**config.mk**
```make
export PLATFORM = sky130hd
export DESIGN_NAME = greedy_two_pointer_batch_packer_core
export DESIGN_NICKNAME = d
export VERILOG_FILES = /design/src/rtl/gtp_pkg.sv /design/src/rtl/greedy_two_pointer_batch_packer_core.sv /design/src/rtl/gtp_ctrl.sv /design/src/rtl/gtp_dp.sv
export SDC_FILE = /design/constraint.sdc
export NUM_CORES = 2
export LEC_CHECK = 0
export ABC_AREA = 1
export BUFFER_PORTS_ARGS = -buffer_cell sky130_fd_sc_hd__buf_2
export CAP_MARGIN = 10
export CELL_PAD_IN_SITES_DETAIL_PLACEMENT = 0
export CELL_PAD_IN_SITES_GLOBAL_PLACEMENT = 1
export CORE_UTILIZATION = 28
export CTS_CLUSTER_DIAMETER = 200
export DETAILED_ROUTE_END_ITERATION = 8
export PLACE_DENSITY_LB_ADDON = 0.1
export SYNTH_ARGS = -nofsm -noshare
export SYNTH_HDL_FRONTEND = slang
export SYNTH_HIERARCHICAL = 1
export SYNTH_SLANG_ARGS = --single-unit
```
**constraint.sdc**
```tcl
create_clock -name clk -period 4 [get_ports clk]
set_input_delay 0.4 -clock clk [delete_from_list [all_inputs] [get_ports clk]]
set_output_delay 0.4 -clock clk [all_outputs]
set_load 0.01 [all_outputs]
```
**src/rtl/gtp_pkg.sv**
```systemverilog
// Shared types and codes for the two-pointer batch packer.
// No dependencies; used by gtp_ctrl, gtp_dp and the top level.
package gtp_pkg;

    // Configuration register indexes
    localparam logic CFG_CAPACITY  = 1'b0;
    localparam logic CFG_MAX_BATCH = 1'b1;

    // Width of each result field
    localparam int unsigned OUT_W = 5;

    typedef enum logic [3:0] {
        ST_IDLE,
        ST_FETCH_I,
        ST_GET_I,
        ST_SCAN,
        ST_BATCH,
        ST_L_RD,
        ST_L_EV,
        ST_R_RD,
        ST_R_EV,
        ST_CLOSE,
        ST_FORCE
    } state_t;

    // Controller to datapath
    typedef struct packed {
        logic load;        // accept one item
        logic sort_init;   // clear outer sort index
        logic fetch_i;     // read key of item i
        logic scan_start;  // latch key, start rank scan
        logic scan_step;   // compare one entry, write sorted entry at end
        logic pack_init;   // set pointers, clear batch number
        logic batch_init;  // clear sum and slot count
        logic rd_l;        // read sorted entry at left pointer
        logic rd_r;        // read sorted entry at right pointer
        logic place_l;     // place left entry into the batch
        logic place_r;     // place right entry into the batch
        logic close;       // emit held result as batch end
        logic force_one;   // place left entry alone
    } cmd_t;

    // Datapath to controller
    typedef struct packed {
        logic scan_last;   // scan is at the final entry
        logic i_last;      // outer sort index at final item
        logic l_lt_r;      // unplaced entries remain
        logic one_left;    // exactly one unplaced entry
        logic cnt_ok;      // slot count below the batch limit
        logic cnt_zero;    // batch is still empty
        logic fits;        // read entry fits in remaining room
    } status_t;

endpackage

```
**src/rtl/greedy_two_pointer_batch_packer_core.sv**
```systemverilog
// Top level of the two-pointer greedy batch packer.
// Depends on gtp_pkg, gtp_ctrl and gtp_dp.
//
//  channel  | handshake           | beat
//  ---------+---------------------+----------------------------------------------
//  item in  | start && !busy      | token_count, item_last
//  result   | result_valid (1 cy) | item_index, batch_number, seq_slot,
//           |                     | batch_end, run_last
//  config   | cfg_valid&&cfg_ready| cfg_index, cfg_data
//
// Items load one per cycle while the block is not busy. After the last item a rank
// sort runs (one load-store read port, one compare per cycle), then packing
// forms batches from both ends of the sorted store; a batch that nothing
// fits is forced to hold a single item.
// Reset clears the sequencer, counters and config; stores need no clearing.
// Results cannot be stalled: each is shown for one cycle.
module greedy_two_pointer_batch_packer_core #(
    parameter int MAX_ITEMS = 32,
    parameter int LEN_BITS  = 16
) (
    input  logic                      clk,
    input  logic                      rst_n,
    input  logic                      start,
    output logic                      busy,
    input  logic [15:0]               token_count,
    input  logic                      item_last,
    output logic                      result_valid,
    output logic [gtp_pkg::OUT_W-1:0] item_index,
    output logic [gtp_pkg::OUT_W-1:0] batch_number,
    output logic [gtp_pkg::OUT_W-1:0] seq_slot,
    output logic                      batch_end,
    output logic                      run_last,
    input  logic                      cfg_valid,
    output logic                      cfg_ready,
    input  logic                      cfg_index,
    input  logic [15:0]               cfg_data
);

    gtp_pkg::cmd_t    cmd;
    gtp_pkg::status_t status;

    assign cfg_ready = 1'b1;

    gtp_ctrl u_ctrl (
        .clk       (clk),
        .rst_n     (rst_n),
        .start     (start),
        .item_last (item_last),
        .status    (status),
        .cmd       (cmd),
        .busy      (busy)
    );

    gtp_dp #(
        .MAX_ITEMS (MAX_ITEMS),
        .LEN_BITS  (LEN_BITS)
    ) u_dp (
        .clk          (clk),
        .rst_n        (rst_n),
        .cmd          (cmd),
        .status       (status),
        .cfg_valid    (cfg_valid && cfg_ready),
        .cfg_index    (cfg_index),
        .cfg_data     (cfg_data),
        .token_count  (token_count),
        .result_valid (result_valid),
        .item_index   (item_index),
        .batch_number (batch_number),
        .seq_slot     (seq_slot),
        .batch_end    (batch_end),
        .run_last     (run_last)
    );

    // No result in the cycle after an item beat
    a_no_result_after_load: assert property (@(posedge clk) disable iff (!rst_n)
        (start && !busy) |=> !result_valid)
        else $error("result right after item beat");

    // Run end always closes a batch
    a_run_last_ends_batch: assert property (@(posedge clk) disable iff (!rst_n)
        (result_valid && run_last) |-> batch_end)
        else $error("run end without batch end");

    // Sequencer is back to idle when the run's last result is out
    a_idle_at_run_end: assert property (@(posedge clk) disable iff (!rst_n)
        (result_valid && run_last) |-> !busy)
        else $error("busy after run end");

endmodule

```
**src/rtl/gtp_ctrl.sv**
```systemverilog
// Sequencer for load, rank sort and two-pointer packing.
// Depends on gtp_pkg; drives gtp_dp through cmd_t, reads status_t.
module gtp_ctrl (
    input  logic             clk,
    input  logic             rst_n,
    input  logic             start,
    input  logic             item_last,
    input  gtp_pkg::status_t status,
    output gtp_pkg::cmd_t    cmd,
    output logic             busy
);

    gtp_pkg::state_t state_reg;
    gtp_pkg::state_t state_next;

    // State register
    always_ff @(posedge clk or negedge rst_n)
    begin
        if (!rst_n)
            state_reg <= gtp_pkg::ST_IDLE;
        else
            state_reg <= state_next;
    end

    // Next state and commands
    always_comb
    begin
        state_next = state_reg;
        cmd        = '0;
        busy       = 1'b1;
        case (state_reg)
            gtp_pkg::ST_IDLE:
            begin
                busy = 1'b0;
                if (start)
                begin
                    cmd.load = 1'b1;
                    if (item_last)
                    begin
                        cmd.sort_init = 1'b1;
                        state_next    = gtp_pkg::ST_FETCH_I;
                    end
                end
            end
            gtp_pkg::ST_FETCH_I:
            begin
                cmd.fetch_i = 1'b1;
                state_next  = gtp_pkg::ST_GET_I;
            end
            gtp_pkg::ST_GET_I:
            begin
                cmd.scan_start = 1'b1;
                state_next     = gtp_pkg::ST_SCAN;
            end
            gtp_pkg::ST_SCAN:
            begin
                cmd.scan_step = 1'b1;
                if (status.scan_last)
                begin
                    if (status.i_last)
                    begin
                        cmd.pack_init = 1'b1;
                        state_next    = gtp_pkg::ST_BATCH;
                    end
                    else
                        state_next = gtp_pkg::ST_FETCH_I;
                end
            end
            gtp_pkg::ST_BATCH:
            begin
                cmd.batch_init = 1'b1;
                state_next     = gtp_pkg::ST_L_RD;
            end
            gtp_pkg::ST_L_RD:
            begin
                if (status.l_lt_r && status.cnt_ok)
                begin
                    cmd.rd_l   = 1'b1;
                    state_next = gtp_pkg::ST_L_EV;
                end
                else
                    state_next = gtp_pkg::ST_CLOSE;
            end
            gtp_pkg::ST_L_EV:
            begin
                if (status.fits)
                begin
                    cmd.place_l = 1'b1;
                    state_next  = gtp_pkg::ST_R_RD;
                end
                else
                    state_next = gtp_pkg::ST_CLOSE;
            end
            gtp_pkg::ST_R_RD:
            begin
                if (status.l_lt_r && status.cnt_ok)
                begin
                    cmd.rd_r   = 1'b1;
                    state_next = gtp_pkg::ST_R_EV;
                end
                else
                    state_next = gtp_pkg::ST_L_RD;
            end
            gtp_pkg::ST_R_EV:
            begin
                if (status.fits)
                begin
                    cmd.place_r = 1'b1;
                    state_next  = gtp_pkg::ST_R_RD;
                end
                else
                    state_next = gtp_pkg::ST_L_RD;
            end
            gtp_pkg::ST_CLOSE:
            begin
                if (status.cnt_zero)
                begin
                    // empty batch: take the longest entry alone
                    cmd.rd_l   = 1'b1;
                    state_next = gtp_pkg::ST_FORCE;
                end
                else
                begin
                    cmd.close  = 1'b1;
                    state_next = status.l_lt_r ? gtp_pkg::ST_BATCH : gtp_pkg::ST_IDLE;
                end
            end
            gtp_pkg::ST_FORCE:
            begin
                cmd.force_one = 1'b1;
                state_next    = status.one_left ? gtp_pkg::ST_IDLE : gtp_pkg::ST_BATCH;
            end
            default:
                state_next = gtp_pkg::ST_IDLE;
        endcase
    end

endmodule

```
**src/rtl/gtp_dp.sv**
```systemverilog
// Datapath: config registers, load store, rank sort, sorted store, pack pointers.
// Depends on gtp_pkg; commanded by gtp_ctrl.
module gtp_dp #(
    parameter int MAX_ITEMS = 32,
    parameter int LEN_BITS  = 16
) (
    input  logic                         clk,
    input  logic                         rst_n,
    input  gtp_pkg::cmd_t                cmd,
    output gtp_pkg::status_t             status,
    input  logic                         cfg_valid,
    input  logic                         cfg_index,
    input  logic [15:0]                  cfg_data,
    input  logic [15:0]                  token_count,
    output logic                         result_valid,
    output logic [gtp_pkg::OUT_W-1:0]    item_index,
    output logic [gtp_pkg::OUT_W-1:0]    batch_number,
    output logic [gtp_pkg::OUT_W-1:0]    seq_slot,
    output logic                         batch_end,
    output logic                         run_last
);

    localparam int IDXW = $clog2(MAX_ITEMS);
    localparam int CNTW = IDXW + 1;
    localparam int CW   = (CNTW > 6) ? CNTW : 6;
    localparam int SW   = ((LEN_BITS > 16) ? LEN_BITS : 16) + 1;
    localparam logic [SW-1:0]   LEN_MAX = SW'((64'd1 << LEN_BITS) - 64'd1);
    localparam logic [CNTW-1:0] FULL    = CNTW'(MAX_ITEMS);

    // Configuration
    logic [15:0] cap_reg;
    logic [5:0]  maxb_reg;

    always_ff @(posedge clk or negedge rst_n)
    begin
        if (!rst_n)
        begin
            cap_reg  <= 16'd512;
            maxb_reg <= 6'd16;
        end
        else if (cfg_valid)
        begin
            case (cfg_index)
                gtp_pkg::CFG_CAPACITY:  cap_reg  <= cfg_data;
                gtp_pkg::CFG_MAX_BATCH: maxb_reg <= cfg_data[5:0];
                default:                cap_reg  <= cap_reg;
            endcase
        end
    end

    // Control counters and pointers
    logic [CNTW-1:0] count_reg;
    logic [IDXW-1:0] i_reg;
    logic [IDXW-1:0] jd_reg;
    logic [IDXW-1:0] rank_reg;
    logic [CNTW-1:0] l_reg;
    logic [CNTW-1:0] rp_reg;
    logic [CW-1:0]   cnt_reg;
    logic [CW-1:0]   batch_reg;
    logic            pend_reg;

    // Payload registers
    logic [LEN_BITS-1:0] key_reg;
    logic [SW-1:0]       sum_reg;
    logic [IDXW-1:0]     pend_org_reg;
    logic [CW-1:0]       pend_slot_reg;

    // Memories
    logic [LEN_BITS-1:0] len_mem [MAX_ITEMS];
    logic [LEN_BITS-1:0] a_rd_reg;
    logic [LEN_BITS-1:0] slen_mem [MAX_ITEMS];
    logic [IDXW-1:0]     sorg_mem [MAX_ITEMS];
    logic [LEN_BITS-1:0] b_len_reg;
    logic [IDXW-1:0]     b_org_reg;

    // Saturate incoming length to capacity and storage width
    logic [SW-1:0]       sat_cap;
    logic [LEN_BITS-1:0] len_in;
    assign sat_cap = (token_count > cap_reg) ? SW'(cap_reg) : SW'(token_count);
    assign len_in  = (sat_cap > LEN_MAX) ? LEN_MAX[LEN_BITS-1:0] : sat_cap[LEN_BITS-1:0];

    // Rank compare: entry jd goes ahead of item i
    logic            ahead;
    logic [IDXW-1:0] rank_now;
    logic [IDXW-1:0] a_addr;
    logic [IDXW-1:0] b_addr;
    logic [CNTW-1:0] rp_dec;
    assign ahead    = (a_rd_reg > key_reg) || ((a_rd_reg == key_reg) && (jd_reg < i_reg));
    assign rank_now = rank_reg + IDXW'(ahead);
    assign a_addr   = cmd.fetch_i ? i_reg : (cmd.scan_start ? '0 : IDXW'(jd_reg + 1'b1));
    assign rp_dec   = rp_reg - 1'b1;
    assign b_addr   = cmd.rd_r ? rp_dec[IDXW-1:0] : l_reg[IDXW-1:0];

    // Status
    logic [SW-1:0] sum_try;
    assign sum_try          = sum_reg + SW'(b_len_reg);
    assign status.scan_last = ((CNTW'(jd_reg) + 1'b1) == count_reg);
    assign status.i_last    = ((CNTW'(i_reg) + 1'b1) == count_reg);
    assign status.l_lt_r    = (l_reg < rp_reg);
    assign status.one_left  = ((l_reg + 1'b1) == rp_reg);
    assign status.cnt_ok    = (cnt_reg < CW'(maxb_reg));
    assign status.cnt_zero  = (cnt_reg == '0);
    assign status.fits      = (sum_try <= SW'(cap_reg));

    // Load store: write on load, one read port for the sort scan
    always_ff @(posedge clk)
    begin
        if (cmd.load && (count_reg < FULL))
            len_mem[count_reg[IDXW-1:0]] <= len_in;
        a_rd_reg <= len_mem[a_addr];
    end

    // Sorted store: written at the rank, read at one pointer
    always_ff @(posedge clk)
    begin
        if (cmd.scan_step && status.scan_last)
        begin
            slen_mem[rank_now] <= key_reg;
            sorg_mem[rank_now] <= i_reg;
        end
        if (cmd.rd_l || cmd.rd_r)
        begin
            b_len_reg <= slen_mem[b_addr];
            b_org_reg <= sorg_mem[b_addr];
        end
    end

    // Control state
    logic placing;
    logic finishing;
    assign placing   = cmd.place_l || cmd.place_r;
    assign finishing = (cmd.close && !status.l_lt_r) || (cmd.force_one && status.one_left);

    always_ff @(posedge clk or negedge rst_n)
    begin
        if (!rst_n)
        begin
            count_reg    <= '0;
            i_reg        <= '0;
            jd_reg       <= '0;
            rank_reg     <= '0;
            l_reg        <= '0;
            rp_reg       <= '0;
            cnt_reg      <= '0;
            batch_reg    <= '0;
            pend_reg     <= 1'b0;
            result_valid <= 1'b0;
        end
        else
        begin
            result_valid <= placing && pend_reg || cmd.close || cmd.force_one;
            if (cmd.load && (count_reg < FULL))
                count_reg <= count_reg + 1'b1;
            if (finishing)
                count_reg <= '0;
            if (cmd.sort_init)
                i_reg <= '0;
            if (cmd.scan_start)
            begin
                jd_reg   <= '0;
                rank_reg <= '0;
            end
            if (cmd.scan_step)
            begin
                jd_reg   <= jd_reg + 1'b1;
                rank_reg <= rank_now;
                if (status.scan_last)
                    i_reg <= i_reg + 1'b1;
            end
            if (cmd.pack_init)
            begin
                l_reg     <= '0;
                rp_reg    <= count_reg;
                batch_reg <= '0;
                pend_reg  <= 1'b0;
            end
            if (cmd.batch_init)
                cnt_reg <= '0;
            if (placing)
            begin
                cnt_reg  <= cnt_reg + 1'b1;
                pend_reg <= 1'b1;
            end
            if (cmd.place_l || cmd.force_one)
                l_reg <= l_reg + 1'b1;
            if (cmd.place_r)
                rp_reg <= rp_dec;
            if (cmd.close || cmd.force_one)
            begin
                batch_reg <= batch_reg + 1'b1;
                pend_reg  <= 1'b0;
            end
        end
    end

    // Payload: key, running sum, held result, result ports
    always_ff @(posedge clk)
    begin
        if (cmd.scan_start)
            key_reg <= a_rd_reg;
        if (cmd.batch_init)
            sum_reg <= '0;
        if (placing)
        begin
            sum_reg       <= sum_try;
            pend_org_reg  <= b_org_reg;
            pend_slot_reg <= cnt_reg;
        end
        if (placing || cmd.close)
        begin
            // held result goes out once its successor or the batch end is known
            item_index   <= gtp_pkg::OUT_W'(pend_org_reg);
            batch_number <= gtp_pkg::OUT_W'(batch_reg);
            seq_slot     <= gtp_pkg::OUT_W'(pend_slot_reg);
            batch_end    <= cmd.close;
            run_last     <= cmd.close && !status.l_lt_r;
        end
        if (cmd.force_one)
        begin
            item_index   <= gtp_pkg::OUT_W'(b_org_reg);
            batch_number <= gtp_pkg::OUT_W'(batch_reg);
            seq_slot     <= '0;
            batch_end    <= 1'b1;
            run_last     <= status.one_left;
        end
    end

endmodule

```
* After elaboration in Yosys (flattened, before gate mapping)
Memory sizes are Yosys's and may differ from the RTL's. A register that Yosys moved wholly into a read port is not among the register bits. Cells that the tools add are included. W data, S select, Z words.
Word-level totals: bits in registers 133, memory bits (writable) 1184, memories 3
Cells by class: add/subtract/negate cells 11, $lt $le $gt $ge 8, eq/ne operators 17, multiplexer cells 67, bitwise gates (word level) 1, reduce and logical (&&, ||, !) cells 30
Memory list:
- u_dp.len_mem | depth 32, width 16, read ports 1, clocked after memory_dff 1, write ports 1, RTL line gtp_dp.sv:69 | logic [LEN_BITS-1:0] len_mem [MAX_ITEMS];
- u_dp.slen_mem | depth 32, width 16, read ports 1, clocked after memory_dff 1, write ports 1, RTL line gtp_dp.sv:71 | logic [LEN_BITS-1:0] slen_mem [MAX_ITEMS];
- u_dp.sorg_mem | depth 32, width 5, read ports 1, clocked after memory_dff 1, write ports 1, RTL line gtp_dp.sv:72 | logic [IDXW-1:0] sorg_mem [MAX_ITEMS];
Operators with widths (number):
- $mux W5 | 13
- $mux W6 | 9
- $pmux W4 S11 | 1
- $mux W17 | 2
- $gt A16 B16 Y1 | 2
- $mux W16 | 2
- $mux W4 | 7
- $mux W1 | 25
- $add A6 B1 Y6 const B | 4
- $eq A6 B6 Y1 | 3
- $add A17 B16 Y17 | 1
- $gt A17 B16 Y1 const B | 1
- $le A17 B16 Y1 | 1
- $eq A16 B16 Y1 | 1
- $eq A4 B3 Y1 const B | 4
- $reduce_bool A2 Y1 | 7
- $add A5 B1 Y6 const B | 2
- $eq A4 B4 Y1 const B | 3
- $lt A6 B6 Y1 | 2
- $add A5 B1 Y5 const B | 2
- $logic_or A1 B1 Y1 | 9
- $mux W3 | 3
- $eq A4 B2 Y1 const B | 2
- $mux W2 | 4
- other kinds (16) | 24

* Depth between registers and ports, before layout
depth in word-level cells 8, mapped depth 30

* Hierarchy
The synthesis kept the hierarchy.
By module, submodules not included:
- gtp_dp | instances 1, cells an instance 5950, area an instance 60924.7 µm², sequential area each 39950.8 µm²
- gtp_ctrl | instances 1, cells an instance 80, area an instance 424.2 µm², sequential area each 100.1 µm²
- greedy_two_pointer_batch_packer_core | instances 1, cells an instance 2, area an instance 11.3 µm², sequential area each 0.0 µm²

* Worst setup path before layout
Ideal clock, no wire load.
kind register to register, from register u_dp.key_reg[15], to memory u_dp.slen_mem[12][0], enable pin, library setup time 0.399 ns, arrival time 3.730 ns, data required time 3.601 ns, path slack -0.129 ns, stages on the path, launching flop included 17, path buffers 0, cell sequence edfxtp_1 > inv_1 > ha_1 > nand2_1 > nor2_1 > nand3_1 > nor3_1 > o21ai_0 > o21a_1 > ha_1 > ha_1 > nand3_1 > xor2_1 > inv_1 > nor2_1 > nand2_1 > nor2_1
Between the ends: word-level cells in the longest chain between the ends 4
Ends and longest elaborated chain:
- start: declaration | RTL line gtp_dp.sv:63 | logic [LEN_BITS-1:0] key_reg;
- start signal: assignment | RTL line gtp_dp.sv:200 | key_reg <= a_rd_reg;
- parallel branches: the longest is 2 deep, another holds $gt A16 B16 Y1
- $logic_or A1 B1 Y1 * | RTL line gtp_dp.sv:88 | assign ahead = (a_rd_reg > key_reg) || ((a_rd_reg == key_reg) && (jd_reg < i_reg));
- $add A5 B1 Y5 * | RTL line gtp_dp.sv:89 | assign rank_now = rank_reg + IDXW'(ahead);
- end: declaration | RTL line gtp_dp.sv:71
Mark *: on every way between the ends.

==> results_dict.tcl <==
set metrics [dict create \
    cts_max_level 4 \
    yosysTopAreaCell "edfxtp_1" \
    worst_ep_arrival_time_ns 4.46 \
    fmax_ghz 0.2645 \
    dr.first_iter.drc_count 2466 \
    dieHeight_microns 470.1 \
    grt_pass1_vias 40810 \
    finalNetCount 6471 \
    seqPwrFrac_pct 50.8 \
    synth_top_family_by_area "simple AND/OR/NAND/NOR gates" \
    place_ws_ns -0.2782 \
    initial_core_util_pct 28.23 \
    leakagePower_nw 30.60 \
    synth-warning-count 6 \
    postRouteAntennaNets 0 \
    yosysTopAreaCellShare_pct 61.61 \
    critPathTopFamily "simple AND/OR/NAND/NOR gates" \
    cp.required_ns 4.68 \
    r2r_slack_ns 0.22 \
    ir_worst_vdd_mv 0.4524 \
    synth-seq-cells 1353 \
    synth_compound_area_share_pct 2.294 \
    layout-drive-gt1-share_pct 11.68 \
    fin_hold_ws_ns 0.1146 \
    core-area_sq_um 217400 \
    worstSkewPairLatency_ns 0.82 \
    hpwl_microns 119400 \
    start_kind "flop" \
    grt_overflow_total 0 \
    worstSetupPathType "flop to flop" \
    synth_cell_types 49 \
    syn_to_final_growth_pct 19.92 \
    max_stage_delay_ns 0.37 \
    power_density_nw_per_um2 419.2 \
    synth_ff_type "edfxtp_1" \
    wl_microns 200500 \
    netlist_area_sq_um 61360 \
    rows 171 \
    die_x_microns 470.1 \
    p_switching_mw 6.976 \
    portBuffers 56 \
    setup_ws_ns 0.2189 \
    p_int_mw 23.87 \
    synth_mux_area_share_pct 0 \
    grt_pass1_wl_microns 291500 \
    critPathBufInv 5 \
    final_cell_mix "1415 x nand2_1, 1259 x edfxtp_1, 1131 x inv_1" \
    rsz0062_at_grt "yes" \
    synth_area_leaders "edfxtp_1 62%, nand3_1 9.2%, nand2_1 8.7%" \
    grt_start_max_net_pins 116 \
    p_comb_share_pct 2.9 \
    max-cap-violations 0 \
    antenna_found_initial 4 \
    cts_tree "built" \
    cts_buffers 164 \
    endpoint_kind "flop" \
    min_period_over_period_pct 94.53 \
    path_max_fanout 4 \
    cpMaxStageDelayCell "edfxtp_1" \
    fin_crit_ns 3.781 \
    root_buffer "clkbuf_16" \
    p_total_mw 30.84 \
    drc_errors 0 \
    synthSimpleGateAreaFrac_pct 20.76 \
    synth_xor_xnor_area_share_pct 0.4282 \
    drv_slew 0 \
    wl_per_cell_microns 21.48 \
    run_status "finished clean" \
    via_per_inst 4.461 \
    grt_util_all_layers_pct 17.97 \
    finalHoldViolCount 0 \
    fin_worst_skew_ns 0.04056 \
    clock_sinks 1353 \
    vias 41640 \
    clock_power_share_pct 46.3 \
    layout_commonest_cell "nand2_1" \
    async_flop_share_pct 5.322 \
    routabilityCongestion 0.8030 \
    cts_buffer_depth 3 \
    maxSlewHeadroom_pct 23.92 \
    nFillCells 21980 \
    tightest_slew_ns 1.137 \
    die_area_sq_um 221000 \
    finalSetupViolations 0 \
    syn_area_per_cell_sq_um 10.17 \
    clk_pin_slew_worst_paths_ns 0.06 \
    firstDrtPassIters 8 \
    syn-num-nets 6163 \
    synth_edf_count 1259 \
    hp-class "input port to flop" \
    synthCells 6032 \
    yosysSeqAreaShare_pct 65.27 \
    cp_common_cell "nand2_1" \
    final_util_pct 33.85 \
    num_io_pins 58 \
    sw_frac_of_total_pct 22.62 \
    synthAdderAreaFrac_pct 1.909 \
]
[worst min-delay path: cells and delay by family]
| kind | cells | cell delay, ns |
|---|---|---|
| and+or+nand+nor | 2 | 0.32 |
| AOI/OAI and AO/OA | 1 | 0.07 |
| buffers and inverters | 1 | 0.09 |
[metal layers]
metal,wire length (microns),up-vias,track usage (%)
met5,0,-,0
met4,4069,0,4.262
met3,6634,209,2.370
met2,94120,600,29.46
met1,95630,20350,25.04
li1,-,20480,-
[layout make-up]
type / count / area, sq um / share of cell area [%]
tap: 2854 / 3571 / 4.853
multi-input combinational: 3249 / 16160 / 21.96
sequential: 1353 / 40050 / 54.43
clock inverter: 73 / 705.7 / 0.9590
clock buffer: 227 / 4370 / 5.940
inverter: 1145 / 4308 / 5.855
timing repair buffer: 427 / 4404 / 5.985
antenna: 5 / 12.51 / 0.01700
[stage by stage]
| stage | std cells | TNS [ns] | instance area [sq um] |
|---|---|---|---|
| 2_1_floorplan | 6032 | -24.80 | 61380 |
| 3_3_place_gp | 8998 | -9.965 | 67970 |
| 3_5_place_dp | 8998 | -6.963 | 67970 |
| 4_1_cts | 9317 | 0 | 73270 |
| 5_1_grt | 9329 | -0.6732 | 73570 |
| 6_report | 9333 | 0 | 73580 |
[kinds of logic (layout without fill, tap and decap cells)]
logic type                 after synthesis  count (layout)
and+or+nand+nor                       2878            2878
buffers and inverters                 1430            1872
DFF                                   1353            1353
AOI/OAI and AO/OA                      247             247
adders and majority gates               93              93
xor gates and xnor gates                30              30
other                                    1               6
[Yosys cell counts (all sizes together) (12+ instances only)]
| master | instances |
|---|---|
| nand2 | 1432 |
| edfxtp | 1259 |
| inv | 1143 |
| nand3 | 1125 |
| buf | 228 |
| nor2 | 175 |
| o21ai | 129 |
| nand3b | 117 |
| ha | 92 |
| dfrtp | 70 |
| a21oi | 65 |
| clkbuf | 57 |
| xor2 | 24 |
| dfxtp | 22 |
| o211ai | 22 |
| nand4 | 12 |
| nor3 | 12 |
[worst paths after layout]
check,startpoint,end,cells after the start
setup / recovery,u_dp/b_len_reg[0]$_DFFE_PP_,u_dp/cnt_reg[5]$_DFFE_PN0P_,29
hold / removal,cfg_valid,u_dp/maxb_reg[4]$_DFFE_PN1P_,4
setup reg to reg,u_dp/b_len_reg[0]$_DFFE_PP_,u_dp/cnt_reg[5]$_DFFE_PN0P_,29
hold reg to reg,u_dp/a_rd_reg[8]$_DFF_P_,u_dp/key_reg[8]$_DFFE_PP_,0
max in group asynchronous,rst_n,u_dp/maxb_reg[4]$_DFFE_PN1P_,3
min in group asynchronous,rst_n,u_dp/batch_reg[4]$_DFFE_PN0P_,2
[timing repair]
action,CTS,global route
cloned,0,3
pin swaps,0,17
gates resized for setup,11,41
buffers inserted,0,8
hold endpoints to repair,64,0
setup endpoints to repair,70,381
hold buffers,19,0
[power groups by stage]
| stage | clock, mW | sequential, mW | combinational [mW] |
|---|---|---|---|
| after floorplan | 0 | 16.0 | 0.323 |
| after global placement | 0 | 16.0 | 0.911 |
| after detailed placement | 0 | 16.0 | 0.913 |
| after CTS | 14.8 | 15.7 | 0.933 |
| after global routing | 15.2 | 15.7 | 0.999 |
| final | 14.3 | 15.7 | 0.901 |
Power figures use the tool's default switching activity.
